$ cat config.mk
export PLATFORM = sky130hd
export DESIGN_NAME = round_robin_process_call_stacks
export DESIGN_NICKNAME = d
export VERILOG_FILES = /design/src/design/rrpcs_pkg.sv /design/src/design/rrpcs_ram.sv /design/src/design/round_robin_process_call_stacks.sv
export SDC_FILE = /design/constraint.sdc
export NUM_CORES = 2
export LEC_CHECK = 0
export BUFFER_PORTS_ARGS = -buffer_cell sky130_fd_sc_hd__buf_2
export CAP_MARGIN = 20
export CORE_UTILIZATION = 55
export CTS_CLUSTER_SIZE = 40
export DETAILED_ROUTE_END_ITERATION = 10
export PLACE_DENSITY = 0.71
export SETUP_SLACK_MARGIN = 0.15
export SLEW_MARGIN = 20
export SYNTH_ARGS = -nofsm -noshare
export SYNTH_HDL_FRONTEND = slang
export SYNTH_SLANG_ARGS = --single-unit
$ cat constraint.sdc
create_clock -name clk -period 10.2 [get_ports clk]
set_input_delay 1.02 -clock clk [delete_from_list [all_inputs] [get_ports clk]]
set_output_delay 1.02 -clock clk [all_outputs]
set_load 0.01 [all_outputs]
$ cat src/design/rrpcs_pkg.sv
// ----------------------------------------------------------------------------
// rrpcs_pkg
// Shared types and codes for the round-robin scheduler with call stacks.
// ----------------------------------------------------------------------------
`default_nettype none

package rrpcs_pkg;

  localparam int MAX_PROCS_DEF   = 16;
  localparam int STACK_DEPTH_DEF = 16;

  localparam int CMD_W  = 2;
  localparam int PROC_W = 4;
  localparam int FUNC_W = 8;
  localparam int RES_W  = 3;

  localparam logic [CMD_W-1:0] CMD_START  = 2'd0;
  localparam logic [CMD_W-1:0] CMD_RUN    = 2'd1;
  localparam logic [CMD_W-1:0] CMD_RETURN = 2'd2;

  localparam logic [RES_W-1:0] EV_ADDED     = 3'd0;
  localparam logic [RES_W-1:0] EV_CALLS     = 3'd1;
  localparam logic [RES_W-1:0] EV_RETURNS   = 3'd2;
  localparam logic [RES_W-1:0] EV_ENDED     = 3'd3;
  localparam logic [RES_W-1:0] EV_EMPTY     = 3'd4;
  localparam logic [RES_W-1:0] EV_DUPLICATE = 3'd5;
  localparam logic [RES_W-1:0] EV_FULL      = 3'd6;

  typedef struct packed {
    logic [CMD_W-1:0]  cmd;
    logic [PROC_W-1:0] proc_id;
    logic [FUNC_W-1:0] func_id;
  } req_t;

  typedef struct packed {
    logic [RES_W-1:0]  event_res;
    logic [PROC_W-1:0] event_proc;
    logic [FUNC_W-1:0] event_func;
  } evt_t;

endpackage

`default_nettype wire

$ cat src/design/rrpcs_ram.sv
// ----------------------------------------------------------------------------
// rrpcs_ram
// Generic single-write, single-read RAM with registered read data.
// ----------------------------------------------------------------------------
`default_nettype none

module rrpcs_ram #(
  parameter int WIDTH = 8,
  parameter int DEPTH = 16,
  localparam int AW = (DEPTH > 1) ? $clog2(DEPTH) : 1
) (
  input  wire logic             clk,
  input  wire logic             we,
  input  wire logic [AW-1:0]    waddr,
  input  wire logic [WIDTH-1:0] wdata,
  input  wire logic             re,
  input  wire logic [AW-1:0]    raddr,
  output logic      [WIDTH-1:0] rdata
);

  logic [WIDTH-1:0] mem [DEPTH];

  always_ff @(posedge clk) begin
    if (we) begin
      mem[waddr] <= wdata;
    end
    if (re) begin
      rdata <= mem[raddr];
    end
  end

endmodule

`default_nettype wire

$ cat src/design/round_robin_process_call_stacks.sv
// ----------------------------------------------------------------------------
// round_robin_process_call_stacks
// Round-robin ready ring of process ids, each process with its own call stack.
// ----------------------------------------------------------------------------
// A command beat is handled in steps: a read of the ready ring memory, then
// decide and write back; a return that pops a function adds a step, as the
// popped id comes from a second read of the call-stack memory.
// The block takes one command at a time and holds off new commands until the
// result has been loaded into the output register. The ring entry carries the
// process id together with its stack level, so no clearing pass is needed after
// reset: only entries written by a start or a rotation are ever read.
`default_nettype none

module round_robin_process_call_stacks #(
  parameter int MAX_PROCS   = rrpcs_pkg::MAX_PROCS_DEF,
  parameter int STACK_DEPTH = rrpcs_pkg::STACK_DEPTH_DEF
) (
  input  wire logic             clk,
  input  wire logic             rst,
  input  wire logic             req_valid,
  output logic                  req_stall,
  input  wire rrpcs_pkg::req_t  req,
  output logic                  evt_valid,
  input  wire logic             evt_stall,
  output rrpcs_pkg::evt_t       evt
);

  localparam int RW = $clog2(MAX_PROCS);
  localparam int CW = $clog2(MAX_PROCS + 1);
  localparam int LW = $clog2(STACK_DEPTH + 1);
  localparam int EW = rrpcs_pkg::PROC_W + LW;
  localparam int SD = MAX_PROCS * STACK_DEPTH;
  localparam int AW = $clog2(SD);
  localparam int PW = rrpcs_pkg::PROC_W;

  localparam logic [1:0] S_IDLE = 2'd0;
  localparam logic [1:0] S_EXEC = 2'd1;
  localparam logic [1:0] S_POP  = 2'd2;

  logic [1:0]           state, state_next;
  logic [RW-1:0]        ring_head, head_next;
  logic [CW-1:0]        ring_count, count_next;
  logic [MAX_PROCS-1:0] queued, queued_next;
  rrpcs_pkg::req_t      req_q;
  logic [PW-1:0]        pop_proc, pop_proc_next;
  logic                 evt_load;
  rrpcs_pkg::evt_t      evt_next;

  logic                 ring_we, ring_re;
  logic [RW-1:0]        ring_waddr;
  logic [EW-1:0]        ring_wdata, ring_rdata;
  logic                 cs_we, cs_re;
  logic [AW-1:0]        cs_waddr, cs_raddr;
  logic [rrpcs_pkg::FUNC_W-1:0] cs_rdata;

  logic                 accept, out_free;
  logic [PW-1:0]        front_proc;
  logic [LW-1:0]        front_lvl;
  logic [CW:0]          tail_sum, tail_wrap;
  logic [RW-1:0]        ring_tail, head_inc;
  logic [RW-1:0]        pid_idx, front_idx;
  logic                 pid_ok;

  rrpcs_ram #(.WIDTH(EW), .DEPTH(MAX_PROCS)) u_ring (
    .clk   (clk),
    .we    (ring_we),
    .waddr (ring_waddr),
    .wdata (ring_wdata),
    .re    (ring_re),
    .raddr (ring_head),
    .rdata (ring_rdata)
  );

  rrpcs_ram #(.WIDTH(rrpcs_pkg::FUNC_W), .DEPTH(SD)) u_calls (
    .clk   (clk),
    .we    (cs_we),
    .waddr (cs_waddr),
    .wdata (req_q.func_id),
    .re    (cs_re),
    .raddr (cs_raddr),
    .rdata (cs_rdata)
  );

  assign req_stall = (state != S_IDLE);
  assign accept    = req_valid && !req_stall;
  assign ring_re   = accept;
  assign out_free  = !evt_valid || !evt_stall;

  assign front_proc = ring_rdata[PW-1:0];
  assign front_lvl  = ring_rdata[EW-1:PW];
  assign front_idx  = RW'(front_proc);
  assign pid_idx    = RW'(req_q.proc_id);
  assign pid_ok     = 32'(req_q.proc_id) < 32'(MAX_PROCS);

  // tail slot, head + count modulo the ring size
  assign tail_sum  = (CW + 1)'(ring_head) + (CW + 1)'(ring_count);
  assign tail_wrap = (tail_sum >= (CW + 1)'(MAX_PROCS)) ?
                     tail_sum - (CW + 1)'(MAX_PROCS) : tail_sum;
  assign ring_tail = tail_wrap[RW-1:0];
  assign head_inc  = (ring_head == RW'(MAX_PROCS - 1)) ? '0 : ring_head + 1'b1;

  assign cs_waddr = AW'(32'(front_proc) * 32'(STACK_DEPTH) + 32'(front_lvl));
  assign cs_raddr = AW'(32'(front_proc) * 32'(STACK_DEPTH) + 32'(front_lvl) - 32'd1);

  always_comb begin
    state_next    = state;
    head_next     = ring_head;
    count_next    = ring_count;
    queued_next   = queued;
    pop_proc_next = pop_proc;
    ring_we       = 1'b0;
    ring_waddr    = ring_tail;
    ring_wdata    = ring_rdata;
    cs_we         = 1'b0;
    cs_re         = 1'b0;
    evt_load      = 1'b0;
    evt_next      = evt;
    case (state)
      S_IDLE: begin
        if (accept) begin
          state_next = S_EXEC;
        end
      end
      S_EXEC: begin
        if (out_free) begin
          evt_load   = 1'b1;
          state_next = S_IDLE;
          if (req_q.cmd == rrpcs_pkg::CMD_START) begin
            evt_next = '{rrpcs_pkg::EV_DUPLICATE, req_q.proc_id, '0};
            if (pid_ok && !queued[pid_idx]) begin
              evt_next.event_res   = rrpcs_pkg::EV_ADDED;
              queued_next[pid_idx] = 1'b1;
              ring_we              = 1'b1;
              ring_wdata           = {LW'(0), req_q.proc_id};
              count_next           = ring_count + 1'b1;
            end
          end else if (ring_count == '0) begin
            evt_next = '{rrpcs_pkg::EV_EMPTY, '0, '0};
          end else if (req_q.cmd == rrpcs_pkg::CMD_RUN) begin
            if (32'(front_lvl) >= 32'(STACK_DEPTH)) begin
              evt_next = '{rrpcs_pkg::EV_FULL, front_proc, '0};
            end else begin
              evt_next   = '{rrpcs_pkg::EV_CALLS, front_proc, req_q.func_id};
              cs_we      = 1'b1;
              ring_we    = 1'b1;
              ring_wdata = {front_lvl + 1'b1, front_proc};
              head_next  = head_inc;
            end
          end else if (front_lvl == '0) begin
            // empty stack on return: process leaves the ring
            evt_next               = '{rrpcs_pkg::EV_ENDED, front_proc, '0};
            queued_next[front_idx] = 1'b0;
            head_next              = head_inc;
            count_next             = ring_count - 1'b1;
          end else begin
            // pop: rotate now, report once the stack read returns
            evt_load      = 1'b0;
            cs_re         = 1'b1;
            ring_we       = 1'b1;
            ring_wdata    = {front_lvl - 1'b1, front_proc};
            head_next     = head_inc;
            pop_proc_next = front_proc;
            state_next    = S_POP;
          end
        end
      end
      S_POP: begin
        if (out_free) begin
          evt_load   = 1'b1;
          evt_next   = '{rrpcs_pkg::EV_RETURNS, pop_proc, cs_rdata};
          state_next = S_IDLE;
        end
      end
      default: begin
        state_next = S_IDLE;
      end
    endcase
  end

  always_ff @(posedge clk) begin
    if (rst) begin
      state      <= S_IDLE;
      ring_head  <= '0;
      ring_count <= '0;
      queued     <= '0;
      evt_valid  <= 1'b0;
    end else begin
      state      <= state_next;
      ring_head  <= head_next;
      ring_count <= count_next;
      queued     <= queued_next;
      if (evt_load) begin
        evt_valid <= 1'b1;
      end else if (!evt_stall) begin
        evt_valid <= 1'b0;
      end
    end
  end

  always_ff @(posedge clk) begin
    if (accept) begin
      req_q <= req;
    end
    pop_proc <= pop_proc_next;
    if (evt_load) begin
      evt <= evt_next;
    end
  end

`ifndef SYNTH
  a_count_bound: assert property (@(posedge clk) disable iff (rst)
    ring_count <= CW'(MAX_PROCS))
    else $error("ring count beyond ring size");

  a_flags_match: assert property (@(posedge clk) disable iff (rst)
    $countones(queued) == 32'(ring_count))
    else $error("queued flags disagree with ring count");

  a_accept_exec: assert property (@(posedge clk) disable iff (rst)
    accept |=> state == S_EXEC)
    else $error("accepted beat did not move to execute");

  a_pop_origin: assert property (@(posedge clk) disable iff (rst)
    state == S_POP |-> $past(state) == S_EXEC || $past(state) == S_POP)
    else $error("pop state entered from wrong state");
`endif

endmodule

`default_nettype wire

==> flow_results.xml <==
<?xml version="1.0" encoding="UTF-8"?>
<metrics>
  <group name="global_routing">
    <metric name="first_global_vias" unit="">42200</metric>
    <metric name="grt_antenna_before_repair" unit="">5</metric>
    <metric name="grt.total_usage" unit="">0.246</metric>
    <metric name="globalRoute.totalOverflow" unit="">0</metric>
    <metric name="maximum_number_of_pins_on_one_net_before_global_route_repair" unit="">255</metric>
    <metric name="wire_length_of_the_first_global_routing_pass" unit="mm">290</metric>
  </group>
  <group name="yosys">
    <metric name="syn-cell-area" unit="um2">89100</metric>
    <metric name="synth-seq-cells" unit="">2270</metric>
    <metric name="ys_async_sr_fraction" unit="">0</metric>
    <metric name="synth.net_count" unit="">4175</metric>
    <metric name="yosysTopAreaCellShare" unit="">0.755</metric>
    <metric name="synth_ff_type" unit="">edfxtp_1</metric>
    <metric name="post_synth_main_area_contributors" unit="">edfxtp_1, mux4_2, mux2i_1</metric>
    <metric name="synthDominantAreaCellType" unit="">edfxtp_1</metric>
    <metric name="synth_seq_area_share" unit="">0.762</metric>
    <metric name="syn-mean-instance-area" unit="um2">21.5</metric>
    <metric name="synthCells" unit="">4138</metric>
    <metric name="number_of_synthesis_warnings" unit="">0</metric>
    <metric name="synth-edff-count" unit="">2242</metric>
    <metric name="post-synth-top-count-cell" unit="">edfxtp_1</metric>
    <metric name="ys_top_cells_by_count" unit="">edfxtp_1, mux4_2, mux2i_1</metric>
    <metric name="synth.distinct_cells" unit="">57</metric>
  </group>
  <group name="critical_path">
    <metric name="worst_setup_path_start_kind" unit="">flop</metric>
    <metric name="cp_num_buf_inv" unit="">3</metric>
    <metric name="critical-path-top-delay-family" unit="">buffers and inverters</metric>
    <metric name="critPathCaptureType" unit="">flop</metric>
    <metric name="crit_path_max_fanout" unit="">155</metric>
    <metric name="max_stage_delay" unit="ns">0.99</metric>
    <metric name="crit_path_cell_trace" unit="">buf_12 &gt; inv_1 &gt; ha_4 &gt; buf_12 &gt; mux4_2 &gt; mux2i_1 &gt; mux2i_1 &gt; a22oi_1 &gt; a21oi_1 &gt; or4_1</metric>
    <metric name="crit_required" unit="ns">10.77</metric>
    <metric name="timing_worst_setup_path_type" unit="">flop to flop</metric>
    <metric name="crit_slowest_cell" unit="">ha_4</metric>
    <metric name="critPathArrivalTime" unit="ns">6.36</metric>
  </group>
  <group name="sta">
    <metric name="final_number_of_hold_violating_endpoints" unit="">0</metric>
    <metric name="achievable-frequency" unit="MHz">173</metric>
    <metric name="clock_skew" unit="ns">0.0606</metric>
    <metric name="setup_viol_count_final" unit="">0</metric>
    <metric name="relSlewSlack" unit="">0.219</metric>
    <metric name="final.min_clock_period" unit="ns">5.79</metric>
    <metric name="final.setup.tns" unit="ns">0</metric>
    <metric name="final-max-slew-violation-count" unit="">0</metric>
    <metric name="rsz0062_at_grt" unit="">no</metric>
    <metric name="layout_worst_path_cycle_share" unit="">0.568</metric>
    <metric name="worst_margin_pin_slew" unit="ns">1.17</metric>
  </group>
  <group name="status">
    <metric name="status" unit="">completed</metric>
  </group>
  <group name="placement">
    <metric name="postPlaceCellArea" unit="um2">91800</metric>
    <metric name="hpwl" unit="mm">111</metric>
    <metric name="place.gp.congestion" unit="">0.829</metric>
    <metric name="i_o_buffers" unit="">34</metric>
  </group>
  <group name="layout">
    <metric name="syn_to_final_growth" unit="%">10.9</metric>
    <metric name="post_route_cells_drive_above_1_share" unit="">0.229</metric>
    <metric name="layout.cell_area.non_filler" unit="um2">98800</metric>
    <metric name="fillerInstances" unit="">10900</metric>
    <metric name="nets" unit="">4268</metric>
    <metric name="layout.core_utilization" unit="">0.615</metric>
    <metric name="multiInputGateArea" unit="um2">20300</metric>
    <metric name="total_area_of_sequential_cells" unit="um2">67900</metric>
  </group>
  <group name="power">
    <metric name="clock_power_share" unit="">0.401</metric>
    <metric name="internal_dissipation" unit="mW">15.5</metric>
    <metric name="power.static_leakage" unit="nW">31.2</metric>
    <metric name="power_frac_comb" unit="">0.079</metric>
    <metric name="vdd_drop_max" unit="mV">0.186</metric>
    <metric name="switching_share" unit="">0.219</metric>
    <metric name="power_density" unit="nW/um2">201</metric>
    <metric name="seqPwrFrac" unit="">0.520</metric>
    <metric name="power.switching" unit="mW">4.36</metric>
  </group>
  <group name="die">
    <metric name="design.core.area" unit="um2">161000</metric>
    <metric name="die_footprint" unit="um2">164000</metric>
    <metric name="die_height" unit="um">405</metric>
    <metric name="floorplan.rows" unit="">147</metric>
    <metric name="floorplan.initialDensity" unit="">0.555</metric>
    <metric name="io_pins" unit="">35</metric>
    <metric name="dieWidth" unit="um">405</metric>
  </group>
  <group name="clocking">
    <metric name="cts_root_buffer" unit="">clkbuf_16</metric>
    <metric name="hold_buffers" unit="">0</metric>
    <metric name="worst_skew_pair_later_pin_latency" unit="ns">0.83</metric>
    <metric name="post_cts_buffers" unit="">0</metric>
    <metric name="cts_resized" unit="">0</metric>
    <metric name="cts_num_sinks" unit="">2270</metric>
    <metric name="cts_inserted_buffers" unit="">216</metric>
    <metric name="cts_buffer_depth" unit="">3</metric>
    <metric name="clock_tree.htree_level_count" unit="">4</metric>
    <metric name="clkSlewWorstSetupHoldPaths" unit="ns">0.06</metric>
    <metric name="tritoncts_clock_tree" unit="">built</metric>
  </group>
  <group name="flow_run">
    <metric name="drv.max_cap_violation_count" unit="">0</metric>
  </group>
  <group name="min_path">
    <metric name="hold_class" unit="">input pin to flop</metric>
  </group>
  <group name="detailed_routing">
    <metric name="post_drt_wl_per_cell" unit="um">30.1</metric>
    <metric name="detail_route.first_pass.iterations" unit="">5</metric>
    <metric name="post_drt_via_cell_ratio" unit="">6.36</metric>
    <metric name="detailroute.via_count" unit="">41800</metric>
    <metric name="antenna_left" unit="">0</metric>
    <metric name="postRouteWirelength" unit="mm">198</metric>
    <metric name="dr.first_iter.drc_count" unit="">5049</metric>
    <metric name="remaining_drc_errors" unit="">0</metric>
  </group>
</metrics>
-- registers in the layout (all words and copies together) (netlist names) --
register and count:
u_ring.mem 144, evt 15, req_q 10, u_ring.rdata 9
queued 16, ring_head 4, u_calls.mem 2048, pid_idx 4
ring_count 5, state 2, u_calls.rdata 8, evt_valid 1
pop_proc 4
-- worst paths after layout --
path	from	endpoint	slack (ns)	depth (start not counted)
worst max-delay path	u_ring.rdata[4]	u_calls.rdata[5]	4.41	10
worst min register to register	u_ring.rdata[3]	pop_proc[3]	0.54	0
worst max register to register	u_ring.rdata[4]	u_calls.rdata[5]	4.41	10
worst min-delay path	req[12]	req_q[12]	0.38	1
-- power groups by stage --
stage / combinational (mW) / sequential, mW / clock [mW]
after global placement: 1.55 / 10.5 / 0
after floorplan: 0.983 / 10.6 / 0
after detailed placement: 1.58 / 10.5 / 0
after CTS: 1.58 / 10.3 / 8.05
after global routing: 1.66 / 10.3 / 8.40
final: 1.58 / 10.3 / 7.97
-- final cells by class --
class	count	area share
clock buffer	271	0.0574
clock inverter	123	0.0134
tap	2160	0.0273
inverter	15	0.000570
antenna	1	0.0000253
sequential	2270	0.687
multi-input combinational	1623	0.205
timing repair buffer	105	0.00956
-- placed cells by master (no fill, tap or decap), types with 5 or more instances in the layout --
cell type / count
edfxtp_1: 2242
mux4_2: 561
mux2i_1: 389
nor2_1: 290
clkbuf_16: 219
a22oi_1: 66
clkbuf_1: 52
buf_4: 51
a21oi_1: 48
nand2_1: 44
clkinv_1: 44
clkinv_2: 36
buf_2: 34
bufinv_16: 27
dfxtp_1: 26
a31oi_1: 20
nor3_1: 19
ha_1: 16
nand2_2: 15
inv_1: 14
xnor2_1: 14
nor2b_1: 14
buf_12: 13
a211oi_1: 12
or4_1: 10
nand3_1: 10
o21ai_0: 10
a22o_1: 8
inv_6: 8
and3_1: 7
xor2_1: 6
clkinvlp_4: 6
and2_1: 5
a21o_1: 5
nor2_2: 5
-- per-layer routing --
metal / global-route usage / part of all wire / vias up / wire length, um
li1: - / - / 17400 / -
met1: 0.358 / 0.40 / 22200 / 79900
met2: 0.384 / 0.48 / 1921 / 95300
met3: 0.0478 / 0.088 / 315 / 17300
met4: 0.0708 / 0.027 / 2 / 5320
met5: 0 / 0.000066 / - / 13
-- through the flow --
step / hold slack [ns] / power [mW] / worst slack [ns] / instances
6_report: 0.376 / 19.9 / 4.41 / 6568
4_1_cts: 0.328 / 20.0 / 4.28 / 6564
5_1_grt: 0.338 / 20.4 / 4.15 / 6567
3_3_place_gp: 0.529 / 12.1 / 4.30 / 6166
3_5_place_dp: 0.529 / 12.1 / 4.31 / 6170
2_1_floorplan: 0.468 / 11.6 / 6.14 / 4138
-- cell families after synthesis --
logic type               synth area share
AND/OR/NAND/NOR                    0.0209
buffers and inverters              0.0126
XOR/XNOR                          0.00206
multiplexers                        0.186
flip-flops                          0.762
adder cells (fa/ha/maj)           0.00284
AO/OA/AOI/OAI                      0.0144
-- worst register-to-register path: stages (launching register included) --
cell	delay (ns)
edfxtp_1	0.37
buf_12	0.54
inv_1	0.36
ha_4	0.99
buf_12	0.70
mux4_2	0.72
mux2i_1	0.25
mux2i_1	0.22
a22oi_1	0.73
a21oi_1	0.17
or4_1	0.48
Power figures use the tool's default switching activity.
